--- config.mk ---
export PLATFORM = sky130hd
export DESIGN_NAME = shared_buffer_multi_queue_unit
export DESIGN_NICKNAME = d
export VERILOG_FILES = /design/src/rtl/core/sbmq_pkg.sv /design/src/rtl/core/shared_buffer_multi_queue_unit.sv /design/src/rtl/core/sbmq_store.sv
export SDC_FILE = /design/constraint.sdc
export NUM_CORES = 1
export LEC_CHECK = 0
export BUFFER_PORTS_ARGS = -buffer_cell sky130_fd_sc_hd__buf_4
export CORE_ASPECT_RATIO = 1.25
export CORE_MARGIN = 5
export CORE_UTILIZATION = 40
export DETAILED_ROUTE_END_ITERATION = 12
export SETUP_SLACK_MARGIN = 0.2
export SYNTH_ARGS = -nofsm -noshare
export SYNTH_HDL_FRONTEND = slang
export SYNTH_SLANG_ARGS = --single-unit
--- constraint.sdc ---
create_clock -name clk -period 8.23 [get_ports clk]
set_clock_uncertainty 0.2 [all_clocks]
set_input_delay 0.4115 -clock clk [delete_from_list [all_inputs] [get_ports clk]]
set_output_delay 0.4115 -clock clk [all_outputs]
set_load 0.02 [all_outputs]
--- src/rtl/core/sbmq_pkg.sv ---
// Shared types and constants for the shared-buffer multi-queue unit.
package sbmq_pkg;

  localparam int SLOTS_DEF       = 16;
  localparam int QUEUE_COUNT_DEF = 4;
  localparam int DATA_W          = 32;

  typedef enum logic {
    OP_ENQ = 1'b0,
    OP_DEQ = 1'b1
  } op_t;

  typedef enum logic [1:0] {
    ST_ENQ = 2'd0,
    ST_DEQ = 2'd1,
    ST_OVF = 2'd2,
    ST_UNF = 2'd3
  } status_t;

  localparam logic signed [DATA_W-1:0] DATA_UNDERFLOW = -32'sd1;
  localparam logic signed [DATA_W-1:0] DATA_NONE      = 32'sd0;

  typedef struct packed {
    op_t                      operation;
    logic [1:0]               queue_number;
    logic signed [DATA_W-1:0] data_in;
  } cmd_t;

  typedef struct packed {
    logic signed [DATA_W-1:0] data_out;
    status_t                  status;
  } rsp_t;

endpackage

--- src/rtl/core/shared_buffer_multi_queue_unit.sv ---
// Top level: several FIFO queues kept as linked lists in one shared slot store.
//
// Usage: drive cmd and raise start; a word is taken at each rising edge with
// start high and busy low. busy stays low, so a command can be issued every
// cycle. Each command gives exactly one response on rsp, flagged by done for
// one cycle, in the cycle right after the command was taken (throughput 1
// command per cycle). The receiver cannot stall; it must take
// rsp whenever done is high.
// An enqueue takes the first free slot and links it after the queue's tail.
// A dequeue returns the head slot's word and pushes the slot onto the free
// list. Overflow (no free slot or bad queue on enqueue) and underflow (empty
// or bad queue on dequeue, data -1) are reported in status.
// The rate is set by the link memory read: the next free slot or next head
// arrives in the next cycle and is forwarded to the following command.
// Reset (rst, synchronous) empties all queues and puts every slot on the
// free list in order; slots at or above a fill mark read as chained, so no
// clearing pass is needed and commands are taken right after reset.
module shared_buffer_multi_queue_unit import sbmq_pkg::*; #(
  parameter int SLOTS       = SLOTS_DEF,
  parameter int QUEUE_COUNT = QUEUE_COUNT_DEF
) (
  input  logic clk,
  input  logic rst,
  input  logic start,
  output logic busy,
  input  cmd_t cmd,
  output logic done,
  output rsp_t rsp
);

  localparam int AW = (SLOTS > 1) ? $clog2(SLOTS) : 1;
  localparam int PW = $clog2(SLOTS + 1);
  localparam int QW = (QUEUE_COUNT > 1) ? $clog2(QUEUE_COUNT) : 1;
  localparam logic [PW-1:0] NIL = PW'(SLOTS);

  // architectural state
  logic [PW-1:0] free_head, free_head_next;
  logic [PW-1:0] fresh, fresh_next;
  logic [PW-1:0] head      [QUEUE_COUNT];
  logic [PW-1:0] head_next [QUEUE_COUNT];
  logic [AW-1:0] tail      [QUEUE_COUNT];
  logic [AW-1:0] tail_next [QUEUE_COUNT];

  // response stage
  logic          pend_free;
  logic          pend_head;
  logic [QW-1:0] pq;
  logic          plast;
  logic [AW-1:0] rd_addr;
  logic          rd_fresh;
  status_t       st;

  // store interface
  logic                     link_we;
  logic [AW-1:0]            link_waddr;
  logic [PW-1:0]            link_wdata;
  logic                     word_we;
  logic [AW-1:0]            slot;
  logic [PW-1:0]            link_rdata;
  logic signed [DATA_W-1:0] word_rdata;

  logic          accept;
  logic          is_enq;
  logic          q_ok;
  logic [QW-1:0] qi;
  logic [PW-1:0] rd_link;
  logic [PW-1:0] nxt_link;
  logic [PW-1:0] pend_val;
  logic [PW-1:0] free_eff;
  logic [PW-1:0] head_sel;
  logic          enq_ok;
  logic          deq_ok;
  status_t       st_next;

  assign busy   = 1'b0;
  assign accept = start && !busy;
  assign is_enq = (cmd.operation == OP_ENQ);
  assign q_ok   = (int'(cmd.queue_number) < QUEUE_COUNT);
  assign qi     = QW'(cmd.queue_number);

  // forward the link read of the previous word
  assign rd_link  = rd_fresh ? (PW'(rd_addr) + PW'(1)) : link_rdata;
  assign nxt_link = (rd_link >= NIL) ? NIL : rd_link;
  assign pend_val = plast ? NIL : nxt_link;
  assign free_eff = pend_free ? nxt_link : free_head;
  assign head_sel = (pend_head && (pq == qi)) ? pend_val : head[qi];

  assign enq_ok = accept && is_enq && q_ok && (free_eff != NIL);
  assign deq_ok = accept && !is_enq && q_ok && (head_sel != NIL);
  assign slot   = is_enq ? AW'(free_eff) : AW'(head_sel);

  always_comb begin
    free_head_next = free_eff;
    fresh_next     = fresh;
    link_we        = 1'b0;
    link_waddr     = slot;
    link_wdata     = free_eff;
    word_we        = 1'b0;
    for (int i = 0; i < QUEUE_COUNT; i++) begin
      head_next[i] = (pend_head && (int'(pq) == i)) ? pend_val : head[i];
      tail_next[i] = tail[i];
    end
    if (is_enq) begin
      st_next = enq_ok ? ST_ENQ : ST_OVF;
    end else begin
      st_next = deq_ok ? ST_DEQ : ST_UNF;
    end
    if (enq_ok) begin
      word_we       = 1'b1;
      tail_next[qi] = slot;
      if (PW'(slot) == fresh) begin
        fresh_next = fresh + PW'(1);
      end
      if (head_sel == NIL) begin
        head_next[qi] = PW'(slot);
      end else begin
        link_we    = 1'b1;
        link_waddr = tail[qi];
        link_wdata = PW'(slot);
      end
    end
    if (deq_ok) begin
      link_we        = 1'b1;
      link_waddr     = slot;
      link_wdata     = free_eff;
      free_head_next = PW'(slot);
    end
  end

  always_ff @(posedge clk) begin
    if (rst) begin
      free_head <= '0;
      fresh     <= '0;
      done      <= 1'b0;
      pend_free <= 1'b0;
      pend_head <= 1'b0;
      for (int i = 0; i < QUEUE_COUNT; i++) begin
        head[i] <= NIL;
      end
    end else begin
      free_head <= free_head_next;
      fresh     <= fresh_next;
      done      <= accept;
      pend_free <= enq_ok;
      pend_head <= deq_ok;
      for (int i = 0; i < QUEUE_COUNT; i++) begin
        head[i] <= head_next[i];
      end
    end
  end

  always_ff @(posedge clk) begin
    for (int i = 0; i < QUEUE_COUNT; i++) begin
      tail[i] <= tail_next[i];
    end
    pq       <= qi;
    plast    <= (slot == tail[qi]);
    rd_addr  <= slot;
    rd_fresh <= (PW'(slot) >= fresh);
    st       <= st_next;
  end

  sbmq_store #(
    .SLOTS(SLOTS)
  ) u_store (
    .clk        (clk),
    .link_we    (link_we),
    .link_waddr (link_waddr),
    .link_wdata (link_wdata),
    .word_we    (word_we),
    .word_waddr (slot),
    .word_wdata (cmd.data_in),
    .raddr      (slot),
    .link_rdata (link_rdata),
    .word_rdata (word_rdata)
  );

  always_comb begin
    rsp.status = st;
    case (st)
      ST_DEQ:  rsp.data_out = word_rdata;
      ST_UNF:  rsp.data_out = DATA_UNDERFLOW;
      default: rsp.data_out = DATA_NONE;
    endcase
  end

`ifndef NO_ASSERTIONS
  a_pend_excl: assert property (@(posedge clk) disable iff (rst)
    !(pend_free && pend_head))
    else $error("free and head updates pending together");

  a_fresh_range: assert property (@(posedge clk) disable iff (rst)
    fresh <= PW'(SLOTS))
    else $error("fill mark beyond store");

  a_done_follows: assert property (@(posedge clk) disable iff (rst)
    accept |=> done)
    else $error("command without response");

  a_deq_status: assert property (@(posedge clk) disable iff (rst)
    deq_ok |=> (done && st == ST_DEQ && pend_head))
    else $error("dequeue response lost");
`endif

endmodule

--- src/rtl/core/sbmq_store.sv ---
// Link and word memories with one write and one registered read each.
module sbmq_store import sbmq_pkg::*; #(
  parameter int SLOTS = SLOTS_DEF,
  localparam int AW = (SLOTS > 1) ? $clog2(SLOTS) : 1,
  localparam int PW = $clog2(SLOTS + 1)
) (
  input  logic                     clk,
  input  logic                     link_we,
  input  logic [AW-1:0]            link_waddr,
  input  logic [PW-1:0]            link_wdata,
  input  logic                     word_we,
  input  logic [AW-1:0]            word_waddr,
  input  logic signed [DATA_W-1:0] word_wdata,
  input  logic [AW-1:0]            raddr,
  output logic [PW-1:0]            link_rdata,
  output logic signed [DATA_W-1:0] word_rdata
);

  logic [PW-1:0]            link_mem [SLOTS];
  logic signed [DATA_W-1:0] word_mem [SLOTS];

  always_ff @(posedge clk) begin
    if (link_we) begin
      link_mem[link_waddr] <= link_wdata;
    end
    link_rdata <= link_mem[raddr];
  end

  always_ff @(posedge clk) begin
    if (word_we) begin
      word_mem[word_waddr] <= word_wdata;
    end
    word_rdata <= word_mem[raddr];
  end

endmodule

Yosys cells after proc, flatten, opt, wreduce, memory -nomap -nowiden
Memories as Yosys holds them, arrays and structs flattened. A register that Yosys moved wholly into a read port is not among the register bits.
Cells that the tools add are included.
{ "word_totals": {"ram_bits": 628, "memories": 4, "wordCells": 96, "ff_bits": 23, "output_inout_bits": 36} }
{ "mem_list": {"columns": ["memory", "words", "width", "rd", "rd_clocked_by_memory_dff", "wr", "line", "rtl"], "rows": [
  ["u_store.word_mem", 16, 32, 1, 1, 1, "sbmq_store.sv:20", "logic signed [DATA_W-1:0] word_mem [SLOTS];"],
  ["u_store.link_mem", 16, 5, 1, 1, 1, "sbmq_store.sv:19", "logic [PW-1:0] link_mem [SLOTS];"],
  ["head", 4, 5, 5, 0, 4, "shared_buffer_multi_queue_unit.sv:39", "logic [PW-1:0] head [QUEUE_COUNT];"],
  ["tail", 4, 4, 5, 0, 4, "shared_buffer_multi_queue_unit.sv:41", "logic [AW-1:0] tail [QUEUE_COUNT];"]
]} }
{ "classes": {"reduce_logical": 13, "order_cmp": 4, "eq_ne": 11, "add_sub_neg": 2, "n_bitwise": 6, "n_mux": 45} }
{ "ops": {"columns": ["op", "n"], "rows": [
  ["5-bit two-way mux", 17],
  ["32-bit case mux with 2 select lines", 1],
  ["20-bit two-way mux", 2],
  ["4-bit two-way mux", 6],
  ["20-bit bitwise mux", 1],
  ["16-bit bitwise mux", 1],
  ["16-bit two-way mux", 1],
  ["1-bit two-way mux", 11],
  ["5-bit demux with 2-bit select", 1],
  ["1-bit logical AND", 10],
  ["5-bit inequality test, second input constant", 2],
  ["4-bit demux with 2-bit select", 1],
  ["2-bit == test, second input constant", 3],
  ["2-bit two-way mux", 3],
  ["4-bit by 1-bit adder with 5-bit output, second input constant", 1],
  ["5-bit by 1-bit adder with 5-bit output, second input constant", 1],
  ["4-bit by 5-bit == test with 1-bit output", 1],
  ["5-bit == test, second input constant", 1],
  ["4-bit by 5-bit greater-or-equal comparator with 1-bit output", 1],
  ["5-bit greater-or-equal comparator, second input constant", 1],
  ["2-bit by 1-bit == test with 1-bit output, second input constant", 2],
  ["4-bit == test", 1],
  ["1-bit bitwise OR", 4],
  ["3-bit greater-or-equal comparator, second input constant", 1],
  ["7 further kinds", 7]
]} }

Depth between registers and ports, before layout
Gate-level depths: netlist of the first run.
{ "depth": {"depth_word": 12, "mapped_depth": 15, "ltp_nobuf": 13} }

Modules after synthesis
Synthesis of the first run repeated with hierarchy kept, for this count alone.
{ "unflattened": {"cells_unflattened": 1316, "area_unflattened_um2": 26296.5} }
{ "modules_own_cells": {"columns": ["module", "seq_area_each_um2", "instances", "area_each_um2", "cells_each"], "rows": [
  ["sbmq_store", 18517.8, 1, 23052.1, 986],
  ["shared_buffer_multi_queue_unit", 1341.3, 1, 3244.4, 330]
]} }

Least setup slack after synthesis of the first run
No wires, ideal clock.
{ "synth_path": {"path_kind": "flip-flop to flip-flop", "startpoint": "register rd_addr[0]", "endpoint": "memory u_store.word_mem[10][0], enable pin", "period_less_slack_ns": 6.549, "path_stages_with_launch": 9, "n_path_buf": 2, "arrival_time_ns": 5.848, "path_slack_ns": 1.681, "setup_time_ns": 0.502, "path_cell_list": "dfxtp_1 -> ha_1 -> and4_1 -> o41ai_1 -> nand2b_1 -> nand2_2 -> buf_4 -> buf_2 -> nor4_1"} }
{ "synth_between": {"elab_chain_cells": 10, "elab_cells_between_ends": 13, "classes_between": "add/sub (1); order compare (1); eq/ne (1); mux (9); reduce/logical (1)"} }
{ "synth_lines": {"columns": ["element", "line", "rtl"], "rows": [
  ["start: declaration", "shared_buffer_multi_queue_unit.sv:49", "logic [AW-1:0] rd_addr;"],
  ["start signal: assignment", "shared_buffer_multi_queue_unit.sv:158", "rd_addr <= slot;"],
  ["4-bit by 1-bit adder with 5-bit output (*)", "shared_buffer_multi_queue_unit.sv:82", "assign rd_link = rd_fresh ? (PW'(rd_addr) + PW'(1)) : link_rdata;"],
  ["5-bit two-way mux (*)", "shared_buffer_multi_queue_unit.sv:82", null],
  ["5-bit greater-or-equal comparator", "shared_buffer_multi_queue_unit.sv:83", "assign nxt_link = (rd_link >= NIL) ? NIL : rd_link;"],
  ["5-bit two-way mux (*)", "shared_buffer_multi_queue_unit.sv:83", null],
  ["5-bit two-way mux", "shared_buffer_multi_queue_unit.sv:85", "assign free_eff = pend_free ? nxt_link : free_head;"],
  ["5-bit inequality test", "shared_buffer_multi_queue_unit.sv:88", "assign enq_ok = accept && is_enq && q_ok && (free_eff != NIL);"],
  ["1-bit logical AND", "shared_buffer_multi_queue_unit.sv:88", null],
  ["1-bit two-way mux", "shared_buffer_multi_queue_unit.sv:108", "if (enq_ok) begin"],
  ["1-bit two-way mux", "sbmq_store.sv:30", "if (word_we) begin"],
  ["1-bit two-way mux (implied by the code)", "sbmq_store.sv:31", "word_mem[word_waddr] <= word_wdata;"],
  ["end: declaration", "sbmq_store.sv:20", null]
]} }
Mark *: on every way between the ends. The rest lies on a longest branch, timed or not.

Worst setup path in the final report of the first run
{ "layout_path": {"startpoint": "register rd_fresh", "endpoint": "memory u_store.word_mem[2][30], enable pin"} }
{ "layout_between": {"elab_chain_cells": 9, "elab_cells_between_ends": 12, "classes_between": "order compare (1); eq/ne (1); mux (9); reduce/logical (1)"} }
{ "layout_lines": {"columns": ["element", "line", "rtl"], "rows": [
  ["start: declaration", "shared_buffer_multi_queue_unit.sv:50", "logic rd_fresh;"],
  ["start signal: assignment", "shared_buffer_multi_queue_unit.sv:159", "rd_fresh <= (PW'(slot) >= fresh);"],
  ["5-bit two-way mux (*)", "shared_buffer_multi_queue_unit.sv:82", null],
  ["5-bit greater-or-equal comparator", "shared_buffer_multi_queue_unit.sv:83", null],
  ["5-bit two-way mux (*)", "shared_buffer_multi_queue_unit.sv:83", null],
  ["5-bit two-way mux", "shared_buffer_multi_queue_unit.sv:85", null],
  ["5-bit inequality test", "shared_buffer_multi_queue_unit.sv:88", null],
  ["1-bit logical AND", "shared_buffer_multi_queue_unit.sv:88", null],
  ["1-bit two-way mux", "shared_buffer_multi_queue_unit.sv:108", null],
  ["1-bit two-way mux", "sbmq_store.sv:30", null],
  ["1-bit two-way mux (implied by the code)", "sbmq_store.sv:31", null]
]} }
Marks and branches as above.

==> results.cfg, run 1 <==
[logic_synthesis]
synth.distinct_cells = 68
synth_warnings = 0
synthArstFlopShare_pct = 0
synth_common_cells = edfxtp_1, clkbuf_1, nand3_1
syn-cell-area_mm2 = 0.0305
yosysMostFrequentCell = edfxtp_1
syn-instance-count = 2260
yosysSeqAreaShare_pct = 65.1
synth_area_leaders = edfxtp_1, dfxtp_1, mux2i_1
synth-seq-cells = 688
syn-num-nets = 2304
ys.flop_type = edfxtp_1
syn_avg_cell_area_um2 = 13.5
synth_edf_count = 608
synth_top_area_cell = edfxtp_1
yosysTopAreaCellShare_pct = 59.9

[setup_path]
worst_ep_required_time_ps = 8260
cp-start-kind = flop
cp_cell_sequence = and4_1 > or3_2 > o211ai_4 > nand2_4 > buf_4 > inv_2 > buf_4 > nor4_2 > buf_4
crit_top_cell = buf_4
crit_fanout = 59
critPathSlowestCell = or3_2
worst-endpoint-arrival_ps = 5600
worstSetupPathType = reg -> reg
end_kind = flop
cpPeakStageDelay_ps = 880
cp_top_family = buffers and inverters
cp_num_buf_inv = 4

[clock_tree]
cts_inserted_buffers = 71
clockRootBuffer = clkbuf_16
post_cts_buffers = 0
clk_path_buf_depth = 3
insertion_delay_ps = 620
cts_htree_levels = 3
clk_pin_slew_ps = 60
cts_num_sinks = 688
cts_tree = done

[timing]
fmax_mhz = 179
rsz0062_at_grt = false
setup_violations = 0
slew_viol_final = 0
hold_viol = 0
max_slew_margin_pct = 16.5
tightest_slew_ps = 1250
fin_crit_ps = 5570
setup_tns_ps = 0
fin_crit_sh_pct = 67.7

[global_routing]
grt_pass1_vias = 21800
gr-usage-all-layers_pct = 21.4
met1_usage_pct = 27.9
antenna_found_initial = 1
busiest_layer = met2
grt.overflow.total = 0
met2_usage_pct = 36.7
grt_max_degree = 224
grtUsageMet3_pct = 3.62
grt_pass1_wl_mm = 136

[floorplanning]
start_util_pct = 40.2
rows = 113
die_area_mm2 = 0.0819
die_w_um = 257
io_pins = 74
fp.dieH_um = 319
core_area_mm2 = 0.0758

[finish]
final_core_util_pct = 45.4
final_nets = 2313
drive_above_1_share_pct = 13.0
antenna_cells = 0
nFillCells = 6743
area_delta_synth_final_pct = 12.9

[detailed_routing]
drt_iter0_drc = 1995
postRouteAntennaNets = 0
dr.pass1.iters = 5
via_per_inst = 6.50
drcViolationCount = 0
wire_per_inst_um = 27.7
wl_mm = 91.5
vias = 21500

[power_and_ir_drop]
peakVddDrop_mv = 0.137
leakagePower_nw = 10.8
power_per_cell_area_mw_per_mm2 = 233

[placement]
dp_hpwl_mm = 48.3
gp_congestion = 0.823
io_buffers = 72

[worst_hold_path]
min_path_type = in -> reg

[run_status]
outcome = complete, no violations

[run]
maxCapViolCount = 0
-- kinds of logic (layout without fill, tap and decap cells) --
family / count (synthesis) / after routing / share of synthesized area [%]
AOI/OAI and AO/OA: 761 / 761 / 19.4
xor gates and xnor gates: 11 / 11 / 0.316
adders and majority gates: 6 / 6 / 0.246
buffers and inverters: 245 / 311 / 3.82
DFF: 688 / 688 / 65.1
muxes: 94 / 94 / 3.46
other: 1 / 1 / 0.0123
and+or+nand+nor: 454 / 454 / 7.66
-- through the flow --
step	instances	cell area, µm²	power, mW	setup WS (ps)	hold WS [ps]
3_3_place_gp	3136	31800	4.93	2580	272
5_1_grt	3303	34400	8.29	2370	313
3_5_place_dp	3136	31800	4.95	2520	275
6_report	3303	34400	8.03	2660	293
4_1_cts	3303	34400	8.07	2600	247
2_1_floorplan	2260	30500	4.59	1680	213
-- power breakdown --
| part | switching [mW] | internal, mW | total, mW |
|---|---|---|---|
| Clock | 1.35 | 1.78 | 3.14 |
| Combinational | 0.662 | 0.300 | 0.962 |
| Sequential | 0.0483 | 3.89 | 3.93 |
| Total | 2.06 | 5.97 | 8.03 |
-- cell usage in the layout (no fill, tap or decap), types with 17 or more instances in the layout --
cell type and count:
edfxtp_1 608, a311o_1 37, nor2_1 66, a22oi_1 38, nor4_2 18, o2111a_1 37
o21a_1 33, a221oi_1 84, o311ai_1 37, o211ai_1 37, buf_4 127, nor2b_1 41
nand2_1 93, mux2i_1 83, nand3_1 117, and3_1 74, a21boi_0 37, clkbuf_16 74
o21ai_0 113, dfxtp_1 78, dlygate4sd3_1 37, a31oi_1 38, a2bb2oi_1 74, clkbuf_1 17
a21oi_1 54, a211oi_1 39, a32oi_1 74
-- per-layer routing --
layer | share of wire (%) | up-vias
li1 | - | 9214
met1 | 40 | 11100
met2 | 50 | 967
met3 | 7.1 | 174
met4 | 2.6 | 0
met5 | 0 | -
-- flip-flops by register name, summed over array words and instances (netlist names) --
name / count
u_store.link_mem: 80
done: 1
free_head: 5
pend_free: 1
u_store.word_mem: 512
u_store.link_rdata: 5
plast: 1
st: 2
pend_head: 1
pq: 2
rd_addr: 4
tail: 16
rd_fresh: 1
head: 20
u_store.word_rdata: 32
fresh: 5
-- what timing repair did --
action,CTS,global route
resized for setup,0,0
hold buffers,37,0
endpoints found under the hold margin,535,0
-- area by class of cell --
cell class	count	area (µm²)	area share (%)
sequential	688	19900	57.7
multi-input combinational	1327	9670	28.1
tap	977	1220	3.55
clock inverter	31	226	0.658
inverter	15	65.1	0.189
timing repair buffer	166	1360	3.94
clock buffer	99	2020	5.86
-- worst reg2reg max path: cells and delay by family, from the launching register on --
kind	cells	cell delay, ps
buffers and inverters	4	2170
AND/OR/NAND/NOR	4	2020
flip-flops	1	600
AO/OA/AOI/OAI	1	190
-- path summary, 6_finish.rpt --
| check | cells past startpoint | slack (ps) | startpoint | endpoint |
|---|---|---|---|---|
| max | 9 | 2660 | rd_fresh$_DFF_P_ | u_store.word_mem[2][30]$_DFFE_PP_ |
| min | 4 | 290 | cmd[34] | u_store.word_rdata[1]$_DFF_P_ |
| max reg2reg | 9 | 2660 | rd_fresh$_DFF_P_ | u_store.word_mem[2][30]$_DFFE_PP_ |
| min reg2reg | 1 | 300 | fresh[4]$_SDFFE_PP0P_ | rd_fresh$_DFF_P_ |
No activity file was read; power rests on OpenSTA's default activity.
==> run 2: changes to the inputs <==
==> constraint.sdc (replaced) <==
create_clock -name clk -period 4.8 [get_ports clk]
set_clock_uncertainty 0.2 [all_clocks]
set_input_delay 0.24 -clock clk [delete_from_list [all_inputs] [get_ports clk]]
set_output_delay 0.24 -clock clk [all_outputs]
set_load 0.02 [all_outputs]
==> results.cfg, run 2 (synthesized netlist as in run 1, its figures left out) <==
[placement]
gp_congestion = 0.829
place_area_mm2 = 0.0321
dpl.cell_count = 3156
dp_hpwl_mm = 49.3
io_buffers = 72

[setup_path]
rrSetupSlack_ps = 680
worstSetupPathType = reg -> reg
worst_ep_required_time_ps = 5100
r2r-start = rd_fresh$_DFF_P_
cp-start-kind = flop
crit_fanout = 39
r2r_cells = 10
end_kind = flop
worst-endpoint-arrival_ps = 4420
timing.rr.end = u_store.word_rdata[15]$_DFF_P_

[global_routing]
grt_max_degree = 116
antenna_found_initial = 0
grt.overflow.total = 0
grt_pass1_vias = 21700
gr-usage-all-layers_pct = 21.5
grt_pass1_wl_mm = 137

[finish]
antenna_cells = 0
fin_cells = 3324
reg_top3 = u_store.word_mem: 512 flops, u_store.link_mem: 80 flops, u_store.word_rdata: 32 flops
fin_area_mm2 = 0.0350
max_flop_register = u_store.word_mem
mostFrequentLayoutCells = edfxtp_1, buf_4, nand3_1
seq_area_mm2 = 0.0199
largest_reg_flops = 512
final_nets = 2334
mostFrequentLayoutCell = edfxtp_1
area_delta_synth_final_pct = 14.7
multi_input_area_mm2 = 0.00975
drive_above_1_share_pct = 13.9
nFillCells = 6661

[clock_tree]
clockRootBuffer = clkbuf_16
cts_inserted_buffers = 71
insertion_delay_ps = 620
clk_path_buf_depth = 3
clk_pin_slew_ps = 60
post_cts_buffers = 0
cts_tree = done
cts_num_sinks = 688
cts_htree_levels = 3

[timing]
slew_viol_final = 0
fin_crit_sh_pct = 85.8
hold-worst-slack_ps = 273
max_slew_margin_pct = 23.8
fmax_mhz = 243
hold_viol = 0
rsz0062_at_grt = false
fin_crit_ps = 4120
setup_violations = 0
setup_tns_ps = 0
tightest_slew_ps = 1140

[worst_hold_path]
min_path_type = in -> reg
min-delay-start = cmd[26]
worstHoldPathCells = 2
min_to = u_store.word_mem[6][26]$_DFFE_PP_

[detailed_routing]
wire_per_inst_um = 27.7
dr.pass1.iters = 6
postRouteAntennaNets = 0
drcViolationCount = 0
vias = 21500
drt_iter0_drc = 2068
via_per_inst = 6.47
wl_mm = 92.0

[floorplanning]
start_util_pct = 40.2
rows = 113
fp.dieH_um = 319
die_area_mm2 = 0.0819
core_area_mm2 = 0.0758
die_w_um = 257
io_pins = 74

[power_and_ir_drop]
peakVddDrop_mv = 0.251
power_per_cell_area_mw_per_mm2 = 410
finalPower_mw = 14.3
leakagePower_nw = 11.1

[run_status]
outcome = complete, no violations

[run]
maxCapViolCount = 0
-- run 2: cell count changes in the layout (fill, tap and decap cells not counted), moves of 3 or more --
cell and change:
bufinv_16 +9, buf_4 +14, clkinv_2 -3, nor4_2 -9, buf_12 +6, nor4_4 +9
clkbuf_1 -6
-- run 2: worst max-delay path, stage by stage, from the launching register on --
cell	delay [ps]
dfxtp_1	610
nor2b_1	200
or3_2	470
buf_4	360
o211ai_4	330
nand2_4	280
inv_2	490
buf_4	460
a21oi_1	120
a21boi_0	140
o311ai_1	330
-- run 2: repair_timing --
| item | 4_1_cts | 5_1_grt |
|---|---|---|
| hold endpoints to repair | 555 | 0 |
| resized for setup | 0 | 1 |
| endpoints found under the setup margin | 0 | 1 |
| hold buffers | 38 | 0 |
-- run 2: report_power, final --
part / total (mW) / switching (mW) / internal [mW] / leakage (nW)
sequential: 6.77 / 0.104 / 6.66 / 6.15
combinational: 1.68 / 1.14 / 0.539 / 3.75
clock: 5.87 / 2.32 / 3.56 / 1.22
-- run 2: layout make-up --
type	count	share of cell area [%]
sequential	688	56.8
clock buffer	94	5.77
multi-input combinational	1327	27.9
clock inverter	36	1.34
inverter	15	0.190
tap	977	3.49
timing repair buffer	187	4.55
-- run 2: worst max-delay path by stage --
stage	endpoint	startpoint	depth (start not counted)
4_1_cts	fresh[3]$_SDFFE_PP0P_	rd_fresh$_DFF_P_	14
2_1_floorplan	u_store.word_mem[0][0]$_DFFE_PP_	rd_addr[0]$_DFF_P_	9
3_3_place_gp	fresh[3]$_SDFFE_PP0P_	rd_fresh$_DFF_P_	14
6_report	u_store.word_rdata[15]$_DFF_P_	rd_fresh$_DFF_P_	10
5_1_grt	u_store.word_rdata[1]$_DFF_P_	rd_fresh$_DFF_P_	9
3_5_place_dp	fresh[3]$_SDFFE_PP0P_	rd_fresh$_DFF_P_	14
-- run 2: layer usage --
| metal | track usage, % | up-vias | part of all wire (%) |
|---|---|---|---|
| li1 | - | 9259 | - |
| met1 | 27.7 | 11000 | 39 |
| met2 | 36.4 | 1072 | 49 |
| met3 | 3.19 | 208 | 7.7 |
| met4 | 9.09 | 0 | 3.7 |
| met5 | 0 | - | 0 |
-- run 2: through the flow --
stage                     utilization [%]  setup slack, ps
final                                46.2              683
after CTS                            46.2              423
after global routing                 46.2              500
after floorplan                         -            -1100
after detailed placement             42.4              435
after global placement               42.4              448
==> run 3: changes to the inputs <==
==> constraint.sdc (replaced) <==
create_clock -name clk -period 4.58 [get_ports clk]
set_clock_uncertainty 0.2 [all_clocks]
set_input_delay 0.229 -clock clk [delete_from_list [all_inputs] [get_ports clk]]
set_output_delay 0.229 -clock clk [all_outputs]
set_load 0.02 [all_outputs]
==> results.cfg, run 3 (synthesized netlist as in run 1, its figures left out) <==
[finish]
fin_area_mm2 = 0.0348
multi_input_area_mm2 = 0.00981
antenna_cells = 0
largest_reg_flops = 512
reg_top3 = u_store.word_mem: 512 flops, u_store.link_mem: 80 flops, u_store.word_rdata: 32 flops
nFillCells = 6627
mostFrequentLayoutCell = edfxtp_1
area_delta_synth_final_pct = 14.0
final_core_util_pct = 45.9
max_flop_register = u_store.word_mem
final_nets = 2334
seq_area_mm2 = 0.0199
mostFrequentLayoutCells = edfxtp_1, buf_4, nand3_1
drive_above_1_share_pct = 13.5

[clock_tree]
post_cts_buffers = 0
holdBufCountCts = 38
cts_inserted_buffers = 66
insertion_delay_ps = 600
cts_htree_levels = 3
cts_num_sinks = 688
cts_tree = done
clockRootBuffer = clkbuf_16
ctsResizeCount = 0
clk_path_buf_depth = 3
clk_pin_slew_ps = 60

[worst_hold_path]
min_path_type = in -> reg

[detailed_routing]
drcViolationCount = 0
dr.pass1.iters = 5
vias = 21400
postRouteAntennaNets = 0
via_per_inst = 6.44
wire_per_inst_um = 27.7
wl_mm = 92.0
drt_iter0_drc = 2328

[power_and_ir_drop]
power_per_cell_area_mw_per_mm2 = 411
internal_power_mw = 10.6
leakagePower_nw = 11.0
p_sw_mw = 3.68
power_frac_seq_pct = 49.6
peakVddDrop_mv = 0.292
switching_share_pct = 25.8
pwr-share-comb_pct = 12.6
p_clk_share_pct = 37.8

[setup_path]
end_kind = flop
worst_ep_required_time_ps = 4850
crit_fanout = 114
worst-endpoint-arrival_ps = 4240
cp-start-kind = flop
worstSetupPathType = reg -> reg

[placement]
gp_congestion = 0.828
place_area_mm2 = 0.0323
io_buffers = 72
dp_hpwl_mm = 49.9

[global_routing]
gr-usage-all-layers_pct = 21.5
grt_pass1_wl_mm = 137
grt_max_degree = 115
antenna_found_initial = 0
grt_pass1_vias = 21400
grt.overflow.total = 0

[timing]
slew_viol_final = 0
rsz0062_at_grt = false
max_slew_margin_pct = 24.1
setup_violations = 0
tightest_slew_ps = 1140
fin_crit_sh_pct = 86.7
fin_crit_ps = 3970
hold_viol = 0
fmax_mhz = 252

[floorplanning]
rows = 113
die_w_um = 257
die_area_mm2 = 0.0819
fp.dieH_um = 319
io_pins = 74
start_util_pct = 40.2
core_area_mm2 = 0.0758

[run_status]
outcome = complete, no violations

[run]
maxCapViolCount = 0
## run 3: cell types whose count changed in the layout (fill, tap and decap cells not counted), sizes merged
cell and delta:
bufinv -7, clkbuf -1, inv +1, buf +5, clkinvlp -1
## run 3: power groups by stage
stage	clock network (mW)	logic (mW)	registers, mW
2_1_floorplan	0	1.11	7.16
3_3_place_gp	0	1.71	7.22
3_5_place_dp	0	1.75	7.22
4_1_cts	5.47	1.78	7.08
5_1_grt	5.73	1.90	7.09
6_report	5.40	1.79	7.08
## run 3: per-layer routing
layer / share of wire [%] / global-route usage [%]
met3: 7.1 / 2.92
met5: 0 / 0
met1: 40 / 28.3
met4: 3.0 / 7.46
met2: 50 / 36.8
## run 3: worst paths after layout
kind | from | to | slack, ps | cells past startpoint
max | rd_fresh$_DFF_P_ | u_store.word_rdata[4]$_DFF_P_ | 610 | 9
min | cmd[34] | u_store.word_rdata[10]$_DFF_P_ | 90 | 4
max reg2reg | rd_fresh$_DFF_P_ | u_store.word_rdata[4]$_DFF_P_ | 610 | 9
min reg2reg | head[1][1]$_SDFF_PP0_ | head[1][1]$_SDFF_PP0_ | 290 | 2
## run 3: layout make-up
cell class,instances,area share (%)
repair buffers,192,4.86
inverters,15,0.191
clock buffers,93,5.25
clock inverters,29,0.792
multi-input cells,1327,28.2
well taps,977,3.52
flip-flops and latches,688,57.1
## run 3: stage by stage
step	TNS, ps	power (mW)	std cells	hold WS (ps)	setup WS (ps)
final	0	14.3	3321	88.4	608
after global routing	0	14.7	3321	157	410
after CTS	0	14.3	3321	93.9	701
after detailed placement	0	8.96	3161	255	686
after global placement	0	8.92	3161	263	733
after floorplan	-15170	8.27	2260	56.7	-94.4
## run 3: critical path, cell delays in order (launching register included)
cell and delay (ps):
dfxtp_1 630, mux2i_1 610, o41ai_2 150, nand2b_2 250, nand2_8 100, buf_12 460, buf_4 620, o21ai_0 180
a221oi_1 370, o311ai_1 130
